<file path="src/mff_pkg.sv">
// Shared types and constants of the message fragmenter and framer.
package mff_pkg;

   // One request: a payload byte with its message attributes
   typedef struct packed {
      logic [7:0]  data_byte;
      logic [7:0]  slot;
      logic [7:0]  msg_type;
      logic [15:0] message_length;
   } req_type;

   // One result: a byte of the framed stream
   typedef struct packed {
      logic [7:0] out_byte;
      logic       fragment_end;
      logic       last_of_run;
   } rsp_type;

   // Classified byte handed from the front to the back
   typedef struct packed {
      logic        hdr;       // fragment starts here: emit header first
      logic [15:0] flen;      // header length field
      logic [7:0]  slot;
      logic [7:0]  msg_type;
      logic [7:0]  seq;
      logic        more;
      logic [7:0]  data_byte;
      logic        fend;
   } cmd_type;

   // Header constants
   localparam logic [7:0]  SYNC0      = 8'hAB;
   localparam logic [7:0]  SYNC1      = 8'hCD;
   localparam logic [15:0] HDR_LEN    = 16'd8;

   // Back-end step codes: header byte positions, then the payload byte
   localparam int unsigned STEP_W     = 4;
   localparam logic [STEP_W-1:0] STEP_SYNC0 = 4'd0;
   localparam logic [STEP_W-1:0] STEP_SYNC1 = 4'd1;
   localparam logic [STEP_W-1:0] STEP_LENLO = 4'd2;
   localparam logic [STEP_W-1:0] STEP_LENHI = 4'd3;
   localparam logic [STEP_W-1:0] STEP_SLOT  = 4'd4;
   localparam logic [STEP_W-1:0] STEP_TYPE  = 4'd5;
   localparam logic [STEP_W-1:0] STEP_SEQ   = 4'd6;
   localparam logic [STEP_W-1:0] STEP_MORE  = 4'd7;
   localparam logic [STEP_W-1:0] STEP_DATA  = 4'd8;

endpackage

</file>
<file path="src/mff_front.sv">
// Front end: accepts requests, tracks message position and classifies each byte.
module mff_front #(
   parameter int unsigned FRAG_BYTES = 64
) (
   input  logic             clock,
   input  logic             reset,
   input  logic             req_valid,
   input  mff_pkg::req_type req_data,
   input  logic             q_full,
   output logic             q_push,
   output mff_pkg::cmd_type q_data
);

   localparam int unsigned PW = (FRAG_BYTES > 1) ? $clog2(FRAG_BYTES) : 1;

   logic [15:0]   off_ff, off_in;
   logic [PW-1:0] pos_ff, pos_in;
   logic [7:0]    seq_ff, seq_in;
   logic [15:0]   len_ff, len_in;
   logic [7:0]    slot_ff, slot_in;
   logic [7:0]    type_ff, type_in;

   logic        first, drop, accept, last_byte, pos_last, fend;
   logic [15:0] eff_len, remaining, cur, psize;
   logic [7:0]  eff_slot, eff_type, eff_seq;

   // Classify the incoming byte
   always_comb begin
      psize     = 16'(FRAG_BYTES);
      first     = (off_ff == 16'd0);
      eff_len   = first ? req_data.message_length : len_ff;
      eff_slot  = first ? req_data.slot : slot_ff;
      eff_type  = first ? req_data.msg_type : type_ff;
      eff_seq   = first ? 8'd0 : seq_ff;
      drop      = first && (req_data.message_length == 16'd0);
      accept    = req_valid && !q_full;
      remaining = eff_len - off_ff;
      cur       = (remaining < psize) ? remaining : psize;
      last_byte = ((off_ff + 16'd1) == eff_len);
      pos_last  = (pos_ff == PW'(FRAG_BYTES - 1));
      fend      = pos_last || last_byte;

      q_push           = accept && !drop;
      q_data.hdr       = (pos_ff == '0);
      q_data.flen      = mff_pkg::HDR_LEN + cur;
      q_data.slot      = eff_slot;
      q_data.msg_type  = eff_type;
      q_data.seq       = eff_seq;
      q_data.more      = (remaining > psize);
      q_data.data_byte = req_data.data_byte;
      q_data.fend      = fend;
   end

   // Advance the message position on each kept byte
   always_comb begin
      off_in  = off_ff;
      pos_in  = pos_ff;
      seq_in  = seq_ff;
      len_in  = len_ff;
      slot_in = slot_ff;
      type_in = type_ff;
      if (q_push) begin
         len_in  = eff_len;
         slot_in = eff_slot;
         type_in = eff_type;
         if (last_byte) begin
            off_in = 16'd0;
            pos_in = '0;
            seq_in = 8'd0;
         end else begin
            off_in = off_ff + 16'd1;
            pos_in = pos_last ? '0 : pos_ff + PW'(1);
            seq_in = fend ? eff_seq + 8'd1 : eff_seq;
         end
      end
   end

   always_ff @(posedge clock) begin
      if (reset) begin
         off_ff  <= 16'd0;
         pos_ff  <= '0;
         seq_ff  <= 8'd0;
         len_ff  <= 16'd0;
         slot_ff <= 8'd0;
         type_ff <= 8'd0;
      end else begin
         off_ff  <= off_in;
         pos_ff  <= pos_in;
         seq_ff  <= seq_in;
         len_ff  <= len_in;
         slot_ff <= slot_in;
         type_ff <= type_in;
      end
   end

endmodule

</file>
<file path="src/mff_queue.sv">
// Short register queue of classified bytes between front and back.
module mff_queue #(
   parameter int unsigned DEPTH = 4
) (
   input  logic             clock,
   input  logic             reset,
   input  logic             push,
   input  mff_pkg::cmd_type push_data,
   output logic             full,
   input  logic             pop,
   output logic             empty,
   output mff_pkg::cmd_type head
);

   localparam int unsigned AW = (DEPTH > 1) ? $clog2(DEPTH) : 1;
   localparam int unsigned CW = $clog2(DEPTH + 1);

   mff_pkg::cmd_type slots_ff [DEPTH];
   logic [AW-1:0] wr_ff, wr_in, rd_ff, rd_in;
   logic [CW-1:0] cnt_ff, cnt_in;
   logic          do_push, do_pop;

   assign full    = (cnt_ff == CW'(DEPTH));
   assign empty   = (cnt_ff == '0);
   assign head    = slots_ff[rd_ff];
   assign do_push = push && !full;
   assign do_pop  = pop && !empty;

   // Advance pointers and count
   always_comb begin
      wr_in  = wr_ff;
      rd_in  = rd_ff;
      cnt_in = cnt_ff;
      if (do_push) begin
         wr_in = (wr_ff == AW'(DEPTH - 1)) ? '0 : wr_ff + AW'(1);
      end
      if (do_pop) begin
         rd_in = (rd_ff == AW'(DEPTH - 1)) ? '0 : rd_ff + AW'(1);
      end
      if (do_push && !do_pop) begin
         cnt_in = cnt_ff + CW'(1);
      end else if (do_pop && !do_push) begin
         cnt_in = cnt_ff - CW'(1);
      end
   end

   always_ff @(posedge clock) begin
      if (reset) begin
         wr_ff  <= '0;
         rd_ff  <= '0;
         cnt_ff <= '0;
      end else begin
         wr_ff  <= wr_in;
         rd_ff  <= rd_in;
         cnt_ff <= cnt_in;
      end
   end

   // Store entries
   always_ff @(posedge clock) begin
      if (do_push) begin
         slots_ff[wr_ff] <= push_data;
      end
   end

endmodule

</file>
<file path="src/mff_back.sv">
// Back end: expands each classified byte into header and payload bytes.
module mff_back (
   input  logic             clock,
   input  logic             reset,
   input  logic             q_empty,
   input  mff_pkg::cmd_type q_head,
   output logic             q_pop,
   output logic             rsp_empty,
   input  logic             rsp_pop,
   output mff_pkg::rsp_type rsp_data
);

   logic [mff_pkg::STEP_W-1:0] step_ff, step_in;
   logic                       valid_ff, valid_in;
   mff_pkg::rsp_type           out_ff, out_in;
   logic                       slot_free, emit;
   logic [mff_pkg::STEP_W-1:0] cur_step;
   logic [7:0]                 hbyte;

   assign slot_free = !valid_ff || rsp_pop;
   assign emit      = slot_free && !q_empty;
   assign cur_step  = q_head.hdr ? step_ff : mff_pkg::STEP_DATA;
   assign rsp_empty = !valid_ff;
   assign rsp_data  = out_ff;

   // Select the byte for the current step
   always_comb begin
      unique case (cur_step)
         mff_pkg::STEP_SYNC0: hbyte = mff_pkg::SYNC0;
         mff_pkg::STEP_SYNC1: hbyte = mff_pkg::SYNC1;
         mff_pkg::STEP_LENLO: hbyte = q_head.flen[7:0];
         mff_pkg::STEP_LENHI: hbyte = q_head.flen[15:8];
         mff_pkg::STEP_SLOT:  hbyte = q_head.slot;
         mff_pkg::STEP_TYPE:  hbyte = q_head.msg_type;
         mff_pkg::STEP_SEQ:   hbyte = q_head.seq;
         mff_pkg::STEP_MORE:  hbyte = {7'd0, q_head.more};
         default:             hbyte = q_head.data_byte;
      endcase
   end

   // Step through the entry and load the output register
   always_comb begin
      step_in  = step_ff;
      valid_in = valid_ff;
      out_in   = out_ff;
      q_pop    = 1'b0;
      if (slot_free) begin
         valid_in = emit;
      end
      if (emit) begin
         out_in.out_byte = hbyte;
         if (cur_step == mff_pkg::STEP_DATA) begin
            out_in.fragment_end = q_head.fend;
            out_in.last_of_run  = 1'b1;
            step_in             = mff_pkg::STEP_SYNC0;
            q_pop               = 1'b1;
         end else begin
            out_in.fragment_end = 1'b0;
            out_in.last_of_run  = 1'b0;
            step_in             = step_ff + mff_pkg::STEP_W'(1);
         end
      end
   end

   always_ff @(posedge clock) begin
      if (reset) begin
         step_ff  <= mff_pkg::STEP_SYNC0;
         valid_ff <= 1'b0;
      end else begin
         step_ff  <= step_in;
         valid_ff <= valid_in;
      end
   end

   // Hold result payload
   always_ff @(posedge clock) begin
      out_ff <= out_in;
   end

endmodule

</file>
<file path="src/message_fragmenter_framer_top.sv">
// Top level of the message fragmenter and framer.
//
//   channel   ports                        direction  transfer when
//   request   push, full, req_data         in         push && !full
//   response  pop, empty, rsp_data         out        pop && !empty
//
// A request that opens a fragment yields 9 response bytes (8 header bytes, then the
// payload byte); any other request yields 1 byte. The back end emits one byte per
// cycle, the sustained rate, when the queue has an entry and the output is not stalled.
// Requests are taken while the classified-byte queue (QUEUE_DEPTH entries) has room.
// A zero-length first byte is accepted and dropped with no response.
// Synchronous active-high reset clears position, queue and output valid.
module message_fragmenter_framer_top #(
   parameter int unsigned FRAG_BYTES  = 64,
   parameter int unsigned QUEUE_DEPTH = 4
) (
   input  logic             clock,
   input  logic             reset,
   input  logic             push,
   output logic             full,
   input  mff_pkg::req_type req_data,
   output logic             empty,
   input  logic             pop,
   output mff_pkg::rsp_type rsp_data
);

   logic             q_push, q_full, q_pop, q_empty;
   mff_pkg::cmd_type q_in, q_head;

   assign full = q_full;

   mff_front #(
      .FRAG_BYTES(FRAG_BYTES)
   ) u_front (
      .clock    (clock),
      .reset    (reset),
      .req_valid(push),
      .req_data (req_data),
      .q_full   (q_full),
      .q_push   (q_push),
      .q_data   (q_in)
   );

   mff_queue #(
      .DEPTH(QUEUE_DEPTH)
   ) u_queue (
      .clock    (clock),
      .reset    (reset),
      .push     (q_push),
      .push_data(q_in),
      .full     (q_full),
      .pop      (q_pop),
      .empty    (q_empty),
      .head     (q_head)
   );

   mff_back u_back (
      .clock    (clock),
      .reset    (reset),
      .q_empty  (q_empty),
      .q_head   (q_head),
      .q_pop    (q_pop),
      .rsp_empty(empty),
      .rsp_pop  (pop),
      .rsp_data (rsp_data)
   );

endmodule

</file>
<file path="config.mk">
export PLATFORM = sky130hd
export DESIGN_NAME = message_fragmenter_framer_top
export DESIGN_NICKNAME = d
export VERILOG_FILES = /design/src/mff_pkg.sv /design/src/mff_front.sv /design/src/mff_queue.sv /design/src/mff_back.sv /design/src/message_fragmenter_framer_top.sv
export SDC_FILE = /design/constraint.sdc
export NUM_CORES = 1
export LEC_CHECK = 0
export ABC_AREA = 0
export BUFFER_PORTS_ARGS = -buffer_cell sky130_fd_sc_hd__buf_2
export CAP_MARGIN = 5
export CELL_PAD_IN_SITES_DETAIL_PLACEMENT = 2
export CELL_PAD_IN_SITES_GLOBAL_PLACEMENT = 2
export CORE_MARGIN = 10
export CORE_UTILIZATION = 43
export CTS_CLUSTER_DIAMETER = 60
export DETAILED_ROUTE_END_ITERATION = 10
export GPL_TIMING_DRIVEN = 0
export PLACE_DENSITY_LB_ADDON = 0.15
export REMOVE_ABC_BUFFERS = 1
export SLEW_MARGIN = 20
export SYNTH_ARGS = -nofsm -noshare
export SYNTH_HDL_FRONTEND = slang
export SYNTH_SLANG_ARGS = --single-unit
</file>
<file path="constraint.sdc">
create_clock -name clock -period 6.4 [get_ports clock]
set_clock_uncertainty 0.05 [all_clocks]
set_input_delay 0.96 -clock clock [delete_from_list [all_inputs] [get_ports clock]]
set_output_delay 0.96 -clock clock [all_outputs]
set_load 0.02 [all_outputs]
</file>
# Yosys cells after proc, flatten, opt, wreduce, memory -nomap -nowiden
# Memories as Yosys holds them, arrays and structs flattened. A register that Yosys moved wholly into a read port is not among the register bits.
# Index checks and enable logic that the tools add are counted.
# word_totals
regBits	84
mem_bits_rw	204
inputBits	44
output_inout_bits	12
word_cells	86
mem_count	1
# memory_table
name	words	width	rd	rd_ports_with_merged_regs	write_ports	line	rtl
u_queue.slots_ff	4	51	1	1	1	mff_queue.sv:18	mff_pkg::cmd_type slots_ff [DEPTH];
# classes
n_addsub	10
order_cmp	2
eq_ne	13
mux	24
n_reduce_logical	22
# ops
op	count
one-hot mux 8 bit (8 select lines)	1
two-way mux 16 bit	3
two-way mux 8 bit	5
zero test 16 bit	2
adder 16 x 1 -> 16 bit (second input constant)	1
adder 4 x 16 -> 16 bit (first input constant)	1
== test 16 bit	1
== test 4 x 3 -> 1 bit (second input constant)	4
> comparator 16 x 7 -> 1 bit (second input constant)	1
< comparator 16 x 7 -> 1 bit (second input constant)	1
subtractor 16 bit	1
two-way mux 6 bit	2
adder 8 x 1 -> 8 bit (second input constant)	1
== test 4 x 2 -> 1 bit (second input constant)	2
logical AND 1 bit	8
two-way mux 2 bit	4
two-way mux 4 bit	2
adder 6 x 1 -> 6 bit (second input constant)	1
== test 6 bit (second input constant)	1
zero test 1 bit	6
zero test 6 bit	1
two-way mux 3 bit	2
two-way mux 1 bit	5
adder 2 x 1 -> 2 bit (second input constant)	2
11 further kinds	13

# Longest topological paths before layout
# Gate-level depths: netlist of run 1.
# depth
ltp_word	9
mapped_depth	21
depth_no_buf	18

# Modules after synthesis
# From an unflattened synthesis of run 1, not the netlist that was laid out.
# hier_totals
cells_unflattened	1071
area_unflattened_um2	13606.8
# modules_own_cells
module	instances	cells_each	area_each_um2	seq_area_each_um2
mff_queue	1	317	7838.8	6306.0
mff_front	1	638	4724.5	1241.2
mff_back	1	116	1043.5	400.4

# Least setup slack after synthesis of run 1
# No wires, ideal clock.
# synth_timing
path_kind	reg-to-reg
startpoint	register u_front.off_ff[1]
endpoint	memory u_queue.slots_ff[0][39] (netlist name) (data pin)
setup_time_ps	180
t_arrival_ps	4472
required_time_ps	6170
slack_ps	1698
path_stages_with_launch	22
n_path_buf	3
period_less_slack_ps	4702
path_cell_list	dfxtp_1 > inv_1 > ha_1 > nor4b_4 > and4_1 > buf_4 > buf_4 > buf_1 > mux2i_1 > ha_1 > fa_1 > inv_1 > a21oi_1 > o21ai_0 > a21oi_1 > o21ai_0 > mux2_2 > nand4_1 > nor4_1 > and2_1 > ha_1 > xor2_1
# synth_lines
element	line	rtl
start, declared	mff_front.sv:16	logic [15:0] off_ff, off_in;
start signal, assigned	mff_front.sv:87	off_ff <= off_in;
end, declared	mff_queue.sv:18	

==> flow_summary_export.csv, run 1 <==
group,metric,value,unit
clock_network,clock-sinks,290,
logic_synthesis,synth_warnings,0,
die,io_pins,56,
placement,detailed_place.area,14300,um^2
logic_synthesis,synth_flop_cell,"sky130_fd_sc_hd__edfxtp_1",
logic_synthesis,post_synth_main_area_contributors,"sky130_fd_sc_hd__edfxtp_1 (48%), sky130_fd_sc_hd__dfxtp_1 (11%), sky130_fd_sc_hd__mux4_2 (8.6%), sky130_fd_sc_hd__nor2_1 (3.0%), sky130_fd_sc_hd__nand2_1 (2.8%)",
power,worst_supply_voltage_drop_on_vdd,0.000172,V
logic_synthesis,synth.cells.most_frequent,"sky130_fd_sc_hd__edfxtp_1 (214), sky130_fd_sc_hd__nor2_1 (105), sky130_fd_sc_hd__nand2_1 (98)",
power,power.leakage,5.46,nW
sta,hold_slack,429,ps
logic_synthesis,synth_unique_cells,66,
finish,final_cell_area,15500,um^2
power,design_power_total,6.19,mW
finish,final_nets,1225,
clock_network,root_buffer,"sky130_fd_sc_hd__clkbuf_16",
placement,finalWeightedCongestion,0.770,
placement,dp_hpwl,26700,um
logic_synthesis,post_synthesis_async_set_or_reset_flop_share,0,%
finish,num-fill-cells,2999,
finish,syn_to_final_growth,16.3,%
die,design.core.area,30600,um^2
detailed_routing,viasPerCell,5.76,
die,row_count,64,
clock_network,cts_buffers,36,
die,fp.dieArea,38400,um^2
logic_synthesis,synth_enable_flop_cells,214,
clock_network,clock_path_buffers,3,
grt,grt_max_degree,81,
sta,unrepaired_setup_endpoints_after_global_routing,"false",
placement,port_buffers,55,
sta,timing.slew.headroom,28.5,%
critical_path,critPathTopFamily,"simple AND/OR/NAND/NOR gates",
critical_path,critical_path_buf_inv_count,3,
critical_path,setup_cp_type,"register to register",
logic_synthesis,yosysSeqAreaShare,59.7,%
hold_path,min_delay_path_class,"register to register",
clock_network,tritoncts,"yes",
detailed_routing,dr_total_vias,9061,
logic_synthesis,syn_avg_cell_area,12.5,um^2
logic_synthesis,syn_area,13300,um^2
logic_synthesis,postSynthCellCount,1067,
sta,final_period_minus_worst_setup_slack,5830,ps
sta,tightest_slew,1060,ps
critical_path,end_kind,"register",
logic_synthesis,post-synth-top-count-cell,"sky130_fd_sc_hd__edfxtp_1",
grt,track_usage,20.9,%
critical_path,timing.critical_path.from_type,"register",
power,power_per_cell_area,400,nW/um^2
clock_network,clock_latency,520,ps
clock_network,post-cts-setup-buffer-count,0,
sta,timing_max_transition_violations_final,0,
critical_path,crit_path_max_fanout,21,
finish,post-route-util,50.6,%
logic_synthesis,synth.top_cell.area_share,48.3,%
detailed_routing,drt-wirelength-per-cell,25.5,um
critical_path,critical_path.cell_chain,"inv_1 > ha_1 > nor4b_4 > and4_4 > buf_12 > mux2i_1 > inv_1 > ha_1 > nor2b_1 > o21a_1 > a311o_1 > a31oi_1 > o21ai_0 > o21ai_0 > nand4_1 > nor4_4 > and2_1 > ha_1 > xor2_1",
die,die_w,196,um
detailed_routing,residual_drc,0,
critical_path,setup_slack_reg_to_reg,570,ps
detailed_routing,total_routed_length,40200,um
detailed_routing,first_iter_violations,539,
outcome,outcome,"finished, final reports clean",
clock_network,path_clk_slew,60,ps
die,floorplan.initialDensity,43.5,%
sta,setup_viol,0,
finish,drive_gt1_share,17.1,%
detailed_routing,postRouteAntennaNets,0,
clock_network,maximum_level_of_the_cts_h_tree,2,
detailed_routing,dr.pass1.iters,5,
critical_path,cp_data_arrival_time,6060,ps
sta,max_freq,172,MHz
sta,timing.final.hold_violations,0,
flow_run,max_cap_viol_count,0,
critical_path,critical-path-top-cell-by-count,"sky130_fd_sc_hd__ha_1",
sta,fin_crit_sh,91.1,%
finish,antennaDiodeCount,0,
logic_synthesis,biggest_area_consumer_among_synthesized_cells,"sky130_fd_sc_hd__edfxtp_1",
logic_synthesis,ys_ff_latch,290,
grt,antenna_found_initial,0,
clock_network,post_cts_hold_buffer_count,0,
grt,grt_pass1_vias,10101,
grt,grt_pass1_wl,62900,um
grt,overflow,0,
critical_path,critPathRequiredTime,6630,ps
die,die-height,196,um
critical_path,timing.critical_path.slowest_stage_cell,"sky130_fd_sc_hd__mux2i_1",
critical_path,max_stage_delay,570,ps
metrics by stage:
stage / setup WS (ps) / std cells / TNS (ps)
finish: 570 / 1574 / 0
detailed placement: 75.4 / 1509 / 0
global route: 106 / 1574 / 0
global placement: -6130 / 1494 / -1516120
CTS: 222 / 1574 / 0
floorplan: -628 / 1043 / -129020
worst paths after layout:
kind / cells past startpoint / from / endpoint
setup / recovery: 19 / u_front.off_ff[0] / u_queue.slots_ff[3][39]
hold / removal: 2 / u_front.seq_ff[5] / u_front.seq_ff[5]
setup reg to reg: 19 / u_front.off_ff[0] / u_queue.slots_ff[3][39]
hold reg to reg: 2 / u_front.seq_ff[5] / u_front.seq_ff[5]
routing by layer:
layer	wire length [um]	track usage (%)	vias to the layer above
met3	1640	3.14	72
met1	17000	26.6	4655
li1	-	-	4129
met2	20400	36.0	205
met5	0	0	-
met4	1070	6.36	0
registers in the layout, summed over array words and instances (netlist names), named ones only:
signal            count
u_back.step_ff        4
u_queue.slots_ff    204
u_front.pos_ff        6
u_queue.rd_ff         2
u_front.slot_ff       8
u_queue.cnt_ff        3
u_back.valid_ff       1
u_front.type_ff       8
u_front.len_ff       16
u_queue.wr_ff         2
u_front.seq_ff        8
u_back.rsp_data      10
u_front.off_ff       16
kinds of logic (layout without fill, tap and decap cells):
kind of cell,count (synthesis),count (layout),synth area share (%)
XOR/XNOR,39,39,2.57
buffers and inverters,111,187,3.25
AO/OA/AOI/OAI,164,164,8.13
other,1,36,0.0282
AND/OR/NAND/NOR,358,358,13.0
adder cells (fa/ha/maj),30,30,2.93
multiplexers,74,74,10.4
flip-flops,290,290,59.7
layout make-up:
class | count | area, um^2 | area share (%)
Sequential cell | 290 | 7960 | 51.4
Tap cell | 396 | 495 | 3.20
Inverter | 52 | 200 | 1.29
Timing Repair Buffer | 70 | 558 | 3.61
Clock buffer | 46 | 988 | 6.39
Clock inverter | 19 | 170 | 1.10
Multi-Input combinational cell | 701 | 5110 | 33.0
layout by cell type, fill, tap and decap left out, types with 5 or more instances in the layout:
| master | count |
|---|---|
| sky130_fd_sc_hd__edfxtp_1 | 214 |
| sky130_fd_sc_hd__nor2_1 | 105 |
| sky130_fd_sc_hd__nand2_1 | 98 |
| sky130_fd_sc_hd__dfxtp_1 | 74 |
| sky130_fd_sc_hd__buf_2 | 54 |
| sky130_fd_sc_hd__mux4_2 | 51 |
| sky130_fd_sc_hd__inv_1 | 50 |
| sky130_fd_sc_hd__a21oi_1 | 43 |
| sky130_fd_sc_hd__o21ai_0 | 40 |
| sky130_fd_sc_hd__clkbuf_16 | 36 |
| sky130_fd_sc_hd__conb_1 | 36 |
| sky130_fd_sc_hd__nor3_1 | 32 |
| sky130_fd_sc_hd__xnor2_1 | 32 |
| sky130_fd_sc_hd__nand3_1 | 31 |
| sky130_fd_sc_hd__ha_1 | 28 |
| sky130_fd_sc_hd__mux2i_1 | 21 |
| sky130_fd_sc_hd__nor4_1 | 18 |
| sky130_fd_sc_hd__a211oi_1 | 14 |
| sky130_fd_sc_hd__and2_1 | 12 |
| sky130_fd_sc_hd__clkinv_2 | 10 |
| sky130_fd_sc_hd__and3_1 | 9 |
| sky130_fd_sc_hd__a22oi_1 | 9 |
| sky130_fd_sc_hd__nand4_1 | 8 |
| sky130_fd_sc_hd__nand2b_1 | 7 |
| sky130_fd_sc_hd__nor2b_1 | 7 |
| sky130_fd_sc_hd__xor2_1 | 7 |
| sky130_fd_sc_hd__a31oi_1 | 6 |
| sky130_fd_sc_hd__o31ai_1 | 6 |
| sky130_fd_sc_hd__buf_6 | 6 |
| sky130_fd_sc_hd__o211ai_1 | 5 |
| sky130_fd_sc_hd__or3_1 | 5 |
| sky130_fd_sc_hd__clkbuf_8 | 5 |
| sky130_fd_sc_hd__clkbuf_1 | 5 |
| sky130_fd_sc_hd__buf_16 | 5 |
repair_timing:
action / CTS / global route
resized for setup: 1 / 2
endpoints found under the setup margin: 4 / 4
pin swaps: 0 / 0
where the power goes:
group / internal, mW / total (mW) / switching, mW
clock: 1.18 / 1.99 / 0.810
sequential: 2.31 / 2.48 / 0.178
combinational: 0.669 / 1.72 / 1.05
total: 4.16 / 6.19 / 2.04
worst register-to-register path, delay by kind of cell (launching register included):
kind	cells	cell delay [ps]
AO/OA/AOI/OAI	5	1200
XOR/XNOR	1	370
adder cells (fa/ha/maj)	3	650
buffers and inverters	3	490
flip-flops	1	400
multiplexers	1	590
AND/OR/NAND/NOR	6	1860
(Power assumes the default switching activity.)
==> inputs of run 2 (changes only) <==
==> constraint.sdc (replaced) <==
create_clock -name clock -period 6 [get_ports clock]
set_clock_uncertainty 0.05 [all_clocks]
set_input_delay 0.9 -clock clock [delete_from_list [all_inputs] [get_ports clock]]
set_output_delay 0.9 -clock clock [all_outputs]
set_load 0.02 [all_outputs]
==> flow_summary_export.csv, run 2 (synthesis gave the netlist of run 1 again) <==
group,metric,value,unit
outcome,outcome,"finished, final reports clean",
finish,antennaDiodeCount,0,
sta,setup_viol,0,
power,p_int,4.45,mW
grt,overflow,0,
critical_path,critical_path.cell_chain,"inv_1 > ha_1 > nor4b_4 > and4_4 > buf_12 > mux2i_1 > inv_1 > ha_1 > o21a_1 > a311o_1 > a31oi_1 > o21ai_0 > o21ai_0 > nand4_1 > nor4_4 > and2_1 > ha_1 > xor2_1",
hold_path,holdCritStartpoint,"u_front.seq_ff[5]",
die,floorplan.initialDensity,43.5,%
detailed_routing,viasPerCell,5.74,
detailed_routing,postRouteAntennaNets,0,
finish,final_nets,1229,
critical_path,critical_path_buf_inv_count,3,
detailed_routing,total_routed_length,40300,um
grt,grt_pass1_vias,10101,
sta,max_freq,185,MHz
sta,timing.slew.headroom,27.1,%
grt,antenna_found_initial,0,
power,power.leakage,5.47,nW
clock_network,clock-sinks,290,
finish,drive_gt1_share,17.6,%
critical_path,max_stage_delay,500,ps
critical_path,critPathTopFamily,"simple AND/OR/NAND/NOR gates",
critical_path,cp_data_arrival_time,5640,ps
hold_path,min_delay_path_class,"register to register",
critical_path,worst_r2r_startpoint,"u_front.off_ff[0]",
clock_network,path_clk_slew,60,ps
critical_path,timing.critical_path.slowest_stage_cell,"sky130_fd_sc_hd__nor4_4",
detailed_routing,residual_drc,0,
flow_run,max_cap_viol_count,0,
finish,layout.cells.most_common,"sky130_fd_sc_hd__edfxtp_1",
finish,num-fill-cells,3005,
finish,layout_common_cells,"sky130_fd_sc_hd__edfxtp_1 (214), sky130_fd_sc_hd__nor2_1 (105), sky130_fd_sc_hd__nand2_1 (98)",
finish,registers.top_by_ff_count,"u_queue.slots_ff",
detailed_routing,dr_total_vias,9056,
sta,timing_max_transition_violations_final,0,
power,switching_share,33.0,%
detailed_routing,drt-wirelength-per-cell,25.5,um
grt,grt_pass1_wl,62900,um
critical_path,crit_path_max_fanout,21,
power,power_per_cell_area,427,nW/um^2
critical_path,end_kind,"register",
clock_network,clock_latency,520,ps
clock_network,root_buffer,"sky130_fd_sc_hd__clkbuf_16",
die,row_count,64,
critical_path,setup_cp_type,"register to register",
placement,dp_hpwl,26700,um
critical_path,timing.critical_path.from_type,"register",
sta,final_period_minus_worst_setup_slack,5420,ps
clock_network,tritoncts,"yes",
sta,timing.final.hold_violations,0,
sta,tightest_slew,1090,ps
detailed_routing,first_iter_violations,491,
detailed_routing,dr.pass1.iters,4,
sta,fin_crit_sh,90.3,%
grt,track_usage,20.9,%
placement,post-place-cells,1509,
power,combinationalPowerShare,28.0,%
finish,layout.cells.non_filler,1578,
critical_path,critical-path-top-cell-by-count,"sky130_fd_sc_hd__ha_1",
clock_network,maximum_level_of_the_cts_h_tree,2,
placement,finalWeightedCongestion,0.770,
die,die_w,196,um
clock_network,clock_path_buffers,3,
clock_network,post_cts_hold_buffer_count,0,
power,worst_supply_voltage_drop_on_vdd,0.000184,V
finish,largest_register_ffs,204,
power,design_power_total,6.63,mW
critical_path,critPathRequiredTime,6220,ps
grt,grt_max_degree,81,
die,design.core.area,30600,um^2
clock_network,cts_buffers,36,
finish,syn_to_final_growth,16.6,%
placement,port_buffers,55,
power,power.share.sequential,39.9,%
power,p_clk_share,32.1,%
sta,setup_tns,0,ps
sta,unrepaired_setup_endpoints_after_global_routing,"false",
die,io_pins,56,
finish,post-route-util,50.7,%
finish,registers_with_the_most_flip_flops,"u_queue.slots_ff x204, u_front.len_ff x16, u_front.off_ff x16",
power,power.switching,2.19,mW
die,die-height,196,um
die,fp.dieArea,38400,um^2
critical_path,cp-startpoint,"u_front.off_ff[0]",
-- run 2: cell count changes in the layout (fill, tap and decap cells not counted), sizes merged --
cell / previous run / this run
buf: 70 / 74
-- run 2: layout make-up --
| class | instances | area (um^2) | share of cell area, % |
|---|---|---|---|
| flip-flops and latches | 290 | 7960 | 51.2 |
| multi-input cells | 701 | 5120 | 33.0 |
| clock buffers | 46 | 988 | 6.37 |
| repair buffers | 74 | 588 | 3.79 |
| well taps | 396 | 495 | 3.19 |
| inverters | 52 | 200 | 1.29 |
| clock inverters | 19 | 170 | 1.10 |
-- run 2: worst paths after layout --
path,end,slack (ps),cells after the start
worst min register to register,u_front.seq_ff[5],430,2
worst min-delay path,u_front.seq_ff[5],430,2
worst max register to register,u_queue.slots_ff[2][39],580,18
worst max-delay path,u_queue.slots_ff[2][39],580,18
-- run 2: timing repair --
action	4_1_cts	5_1_grt
endpoints found under the hold margin	0	0
resized for setup	2	4
pin swaps	0	1
setup endpoints to repair	20	10
buffers inserted	0	4
-- run 2: through the flow --
| stage | cell area [um^2] | hold slack (ps) | worst slack, ps |
|---|---|---|---|
| global route | 15500 | 460 | 163 |
| global placement | 14000 | 407 | -6530 |
| finish | 15500 | 429 | 584 |
| CTS | 15500 | 429 | 2.83 |
| detailed placement | 14300 | 420 | -325 |
| floorplan | 13200 | 384 | -1030 |
-- run 2: worst reg2reg max path, stage by stage (launching register included) --
cell and delay, ps:
sky130_fd_sc_hd__dfxtp_1 400, sky130_fd_sc_hd__inv_1 140, sky130_fd_sc_hd__ha_1 170, sky130_fd_sc_hd__nor4b_4 260, sky130_fd_sc_hd__and4_4 310, sky130_fd_sc_hd__buf_12 200
sky130_fd_sc_hd__mux2i_1 470, sky130_fd_sc_hd__inv_1 110, sky130_fd_sc_hd__ha_1 360, sky130_fd_sc_hd__o21a_1 170, sky130_fd_sc_hd__a311o_1 410, sky130_fd_sc_hd__a31oi_1 300
sky130_fd_sc_hd__o21ai_0 150, sky130_fd_sc_hd__o21ai_0 130, sky130_fd_sc_hd__nand4_1 250, sky130_fd_sc_hd__nor4_4 500, sky130_fd_sc_hd__and2_1 220, sky130_fd_sc_hd__ha_1 190
sky130_fd_sc_hd__xor2_1 390
-- run 2: power by group through the flow --
| stage | Combinational (mW) | Clock, mW | Sequential, mW |
|---|---|---|---|
| 2_1_floorplan | 1.08 | 0 | 2.70 |
| 3_3_place_gp | 1.60 | 0 | 2.73 |
| 3_5_place_dp | 1.82 | 0 | 2.69 |
| 4_1_cts | 1.85 | 2.17 | 2.65 |
| 5_1_grt | 2.03 | 2.26 | 2.68 |
| 6_report | 1.86 | 2.13 | 2.65 |
-- run 2: routing by layer --
layer / wire, um / track usage [%] / up-vias
met5: 0 / 0 / -
met4: 1010 / 6.36 / 0
met3: 1520 / 3.14 / 70
met2: 20600 / 36.1 / 199
met1: 17200 / 26.6 / 4655
li1: - / - / 4132
==> inputs of run 3 (changes only) <==
--- a/config.mk
+++ b/config.mk
@@ -6,14 +6,14 @@
 export NUM_CORES = 1
 export LEC_CHECK = 0
 export ABC_AREA = 0
-export BUFFER_PORTS_ARGS = -buffer_cell sky130_fd_sc_hd__buf_2
 export CAP_MARGIN = 5
 export CELL_PAD_IN_SITES_DETAIL_PLACEMENT = 2
 export CELL_PAD_IN_SITES_GLOBAL_PLACEMENT = 2
 export CORE_MARGIN = 10
-export CORE_UTILIZATION = 43
+export CORE_UTILIZATION = 45
 export CTS_CLUSTER_DIAMETER = 60
 export DETAILED_ROUTE_END_ITERATION = 10
+export DONT_BUFFER_PORTS = 1
 export GPL_TIMING_DRIVEN = 0
 export PLACE_DENSITY_LB_ADDON = 0.15
 export REMOVE_ABC_BUFFERS = 1
==> flow_summary_export.csv, run 3 (synthesis gave the netlist of run 1 again) <==
group,metric,value,unit
clock_network,cts_buffers,34,
detailed_routing,postRouteAntennaNets,0,
clock_network,clock-sinks,290,
power,power_per_cell_area,424,nW/um^2
grt,overflow,0,
sta,timing.slew.headroom,38.3,%
finish,registers.top_by_ff_count,"u_queue.slots_ff",
critical_path,timing.critical_path.from_type,"register",
power,p_int,4.22,mW
detailed_routing,drt-wirelength-per-cell,27.2,um
power,combinationalPowerShare,27.7,%
placement,dp_hpwl,27900,um
placement,detailed_place.area,14000,um^2
flow_run,max_cap_viol_count,0,
grt,grt_pass1_wl,63100,um
die,floorplan.initialDensity,46.0,%
clock_network,root_buffer,"sky130_fd_sc_hd__clkbuf_16",
sta,setup_viol,0,
die,design.core.area,28900,um^2
die,io_pins,56,
sta,timing.final.hold_violations,0,
detailed_routing,first_iter_violations,763,
power,power.switching,2.17,mW
grt,grt_max_degree,81,
clock_network,maximum_level_of_the_cts_h_tree,2,
sta,max_freq,178,MHz
die,fp.dieArea,36900,um^2
finish,registers_with_the_most_flip_flops,"u_queue.slots_ff x204, u_front.len_ff x16, u_front.off_ff x16",
placement,finalWeightedCongestion,0.758,
sta,timing_max_transition_violations_final,0,
finish,num-fill-cells,2741,
grt,antenna_found_initial,2,
hold_path,min_delay_path_class,"input pin to register",
detailed_routing,viasPerCell,5.92,
grt,grt_pass1_vias,10002,
detailed_routing,dr_total_vias,8911,
sta,fin_crit_sh,93.9,%
sta,tightest_slew,924,ps
power,power.leakage,5.14,nW
critical_path,cp_data_arrival_time,5900,ps
finish,final_nets,1168,
die,row_count,62,
power,power.share.sequential,42.2,%
critical_path,crit_path_max_fanout,20,
die,die_w,192,um
finish,syn_to_final_growth,13.1,%
placement,post-place-cells,1440,
critical_path,timing.rr.end,"u_queue.slots_ff[0][39]",
hold_path,hold_end,"u_queue.wr_ff[1]",
critical_path,critPathRequiredTime,6270,ps
detailed_routing,residual_drc,0,
critical_path,setup_cp_type,"register to register",
sta,final_period_minus_worst_setup_slack,5630,ps
sta,unrepaired_setup_endpoints_after_global_routing,"false",
detailed_routing,total_routed_length,41000,um
clock_network,tritoncts,"yes",
finish,layout.cells.non_filler,1505,
critical_path,end_kind,"register",
finish,layout.cells.most_common,"sky130_fd_sc_hd__edfxtp_1",
clock_network,clock_latency,520,ps
finish,drive_gt1_share,12.6,%
outcome,outcome,"finished, final reports clean",
finish,final_cell_area,15100,um^2
placement,port_buffers,0,
power,p_clk_share,30.1,%
power,worst_supply_voltage_drop_on_vdd,0.000273,V
critical_path,reg2reg_depth,19,
critical_path,worst_r2r_startpoint,"u_front.off_ff[1]",
clock_network,clock_path_buffers,3,
critical_path,setup_slack_reg_to_reg,370,ps
hold_path,hold_path_depth,1,
finish,layout_common_cells,"sky130_fd_sc_hd__edfxtp_1 (214), sky130_fd_sc_hd__nor2_1 (105), sky130_fd_sc_hd__nand2_1 (98)",
die,die-height,192,um
hold_path,holdCritStartpoint,"reset",
grt,track_usage,22.5,%
power,switching_share,33.9,%
clock_network,path_clk_slew,60,ps
finish,largest_register_ffs,204,
detailed_routing,dr.pass1.iters,6,
[run 3: changes by cell type in the layout (fill, tap and decap cells not counted), sizes merged]
cell / previous run / this run
buf: 74 / 15
clkinv: 16 / 13
bufinv: 2 / 0
inv: 52 / 54
diode: 0 / 1
[run 3: final cells by class]
| cell class | instances | area, um^2 | area share [%] |
|---|---|---|---|
| inverters | 52 | 200 | 1.33 |
| well taps | 384 | 480 | 3.19 |
| clock buffers | 46 | 906 | 6.02 |
| repair buffers | 15 | 256 | 1.70 |
| multi-input cells | 701 | 5140 | 34.1 |
| diodes | 1 | 2.50 | 0.0166 |
| clock inverters | 16 | 115 | 0.765 |
| flip-flops and latches | 290 | 7960 | 52.9 |
[run 3: worst max path at each step]
stage | slack (ps) | cells after the start | to | start
floorplan | -1030 | 7 | u_queue.slots_ff[3][0] | u_front.off_ff[1]
CTS | 60 | 18 | u_queue.slots_ff[0][39] | u_front.off_ff[1]
detailed placement | -370 | 19 | u_queue.slots_ff[1][39] | u_front.off_ff[1]
finish | 370 | 19 | u_queue.slots_ff[0][39] | u_front.off_ff[1]
global route | 110 | 19 | u_queue.slots_ff[1][39] | u_front.off_ff[0]
global placement | -6240 | 7 | u_queue.slots_ff[0][25] | u_front.off_ff[1]
[run 3: per-stage QoR]
step / setup WS, ps / utilization [%] / hold slack, ps / power (mW) / TNS (ps)
after global routing: 108 / 52.0 / 393 / 6.68 / 0
after floorplan: -1030 / - / 384 / 3.78 / -214350
final: 366 / 52.0 / 406 / 6.39 / 0
after CTS: 55.9 / 51.9 / 403 / 6.42 / 0
after detailed placement: -370 / 48.3 / 412 / 4.46 / -2030
after global placement: -6240 / 47.3 / 402 / 4.26 / -1553260
[run 3: power by group through the flow]
stage | clock network (mW) | logic (mW) | registers [mW]
global placement | 0 | 1.48 | 2.78
CTS | 1.95 | 1.77 | 2.70
floorplan | 0 | 1.08 | 2.70
detailed placement | 0 | 1.72 | 2.74
global route | 2.04 | 1.92 | 2.73
finish | 1.92 | 1.77 | 2.70
[run 3: metal layers]
layer  vias up  wire length, um  track usage, %  part of all wire [%]
li1       4011                -               -                     -
met1      4571            16400            27.3                    40
met2       247            21100            38.9                    51
met3        82             2010            3.77                   4.9
met4         0             1500            9.54                   3.7
met5         -                0               0                     0
[run 3: what timing repair did]
action	4_1_cts	5_1_grt
resized for setup	4	4
pin swaps	0	2
endpoints found under the setup margin	28	8
hold buffers	0	0
buffers inserted	0	2
[run 3: worst max-delay path: stages (launching register included)]
cell and delay (ps):
sky130_fd_sc_hd__dfxtp_1 400, sky130_fd_sc_hd__inv_1 140, sky130_fd_sc_hd__ha_1 190, sky130_fd_sc_hd__nor4b_4 270, sky130_fd_sc_hd__and4_4 490, sky130_fd_sc_hd__buf_12 240
sky130_fd_sc_hd__mux2i_1 320, sky130_fd_sc_hd__ha_1 250, sky130_fd_sc_hd__fa_1 270, sky130_fd_sc_hd__inv_1 100, sky130_fd_sc_hd__a21oi_1 260, sky130_fd_sc_hd__o21ai_0 150
sky130_fd_sc_hd__a21oi_1 310, sky130_fd_sc_hd__o21ai_0 290, sky130_fd_sc_hd__mux2_2 310, sky130_fd_sc_hd__nand4_1 260, sky130_fd_sc_hd__nor4_4 430, sky130_fd_sc_hd__and2_1 200
sky130_fd_sc_hd__ha_1 210, sky130_fd_sc_hd__xor2_2 280
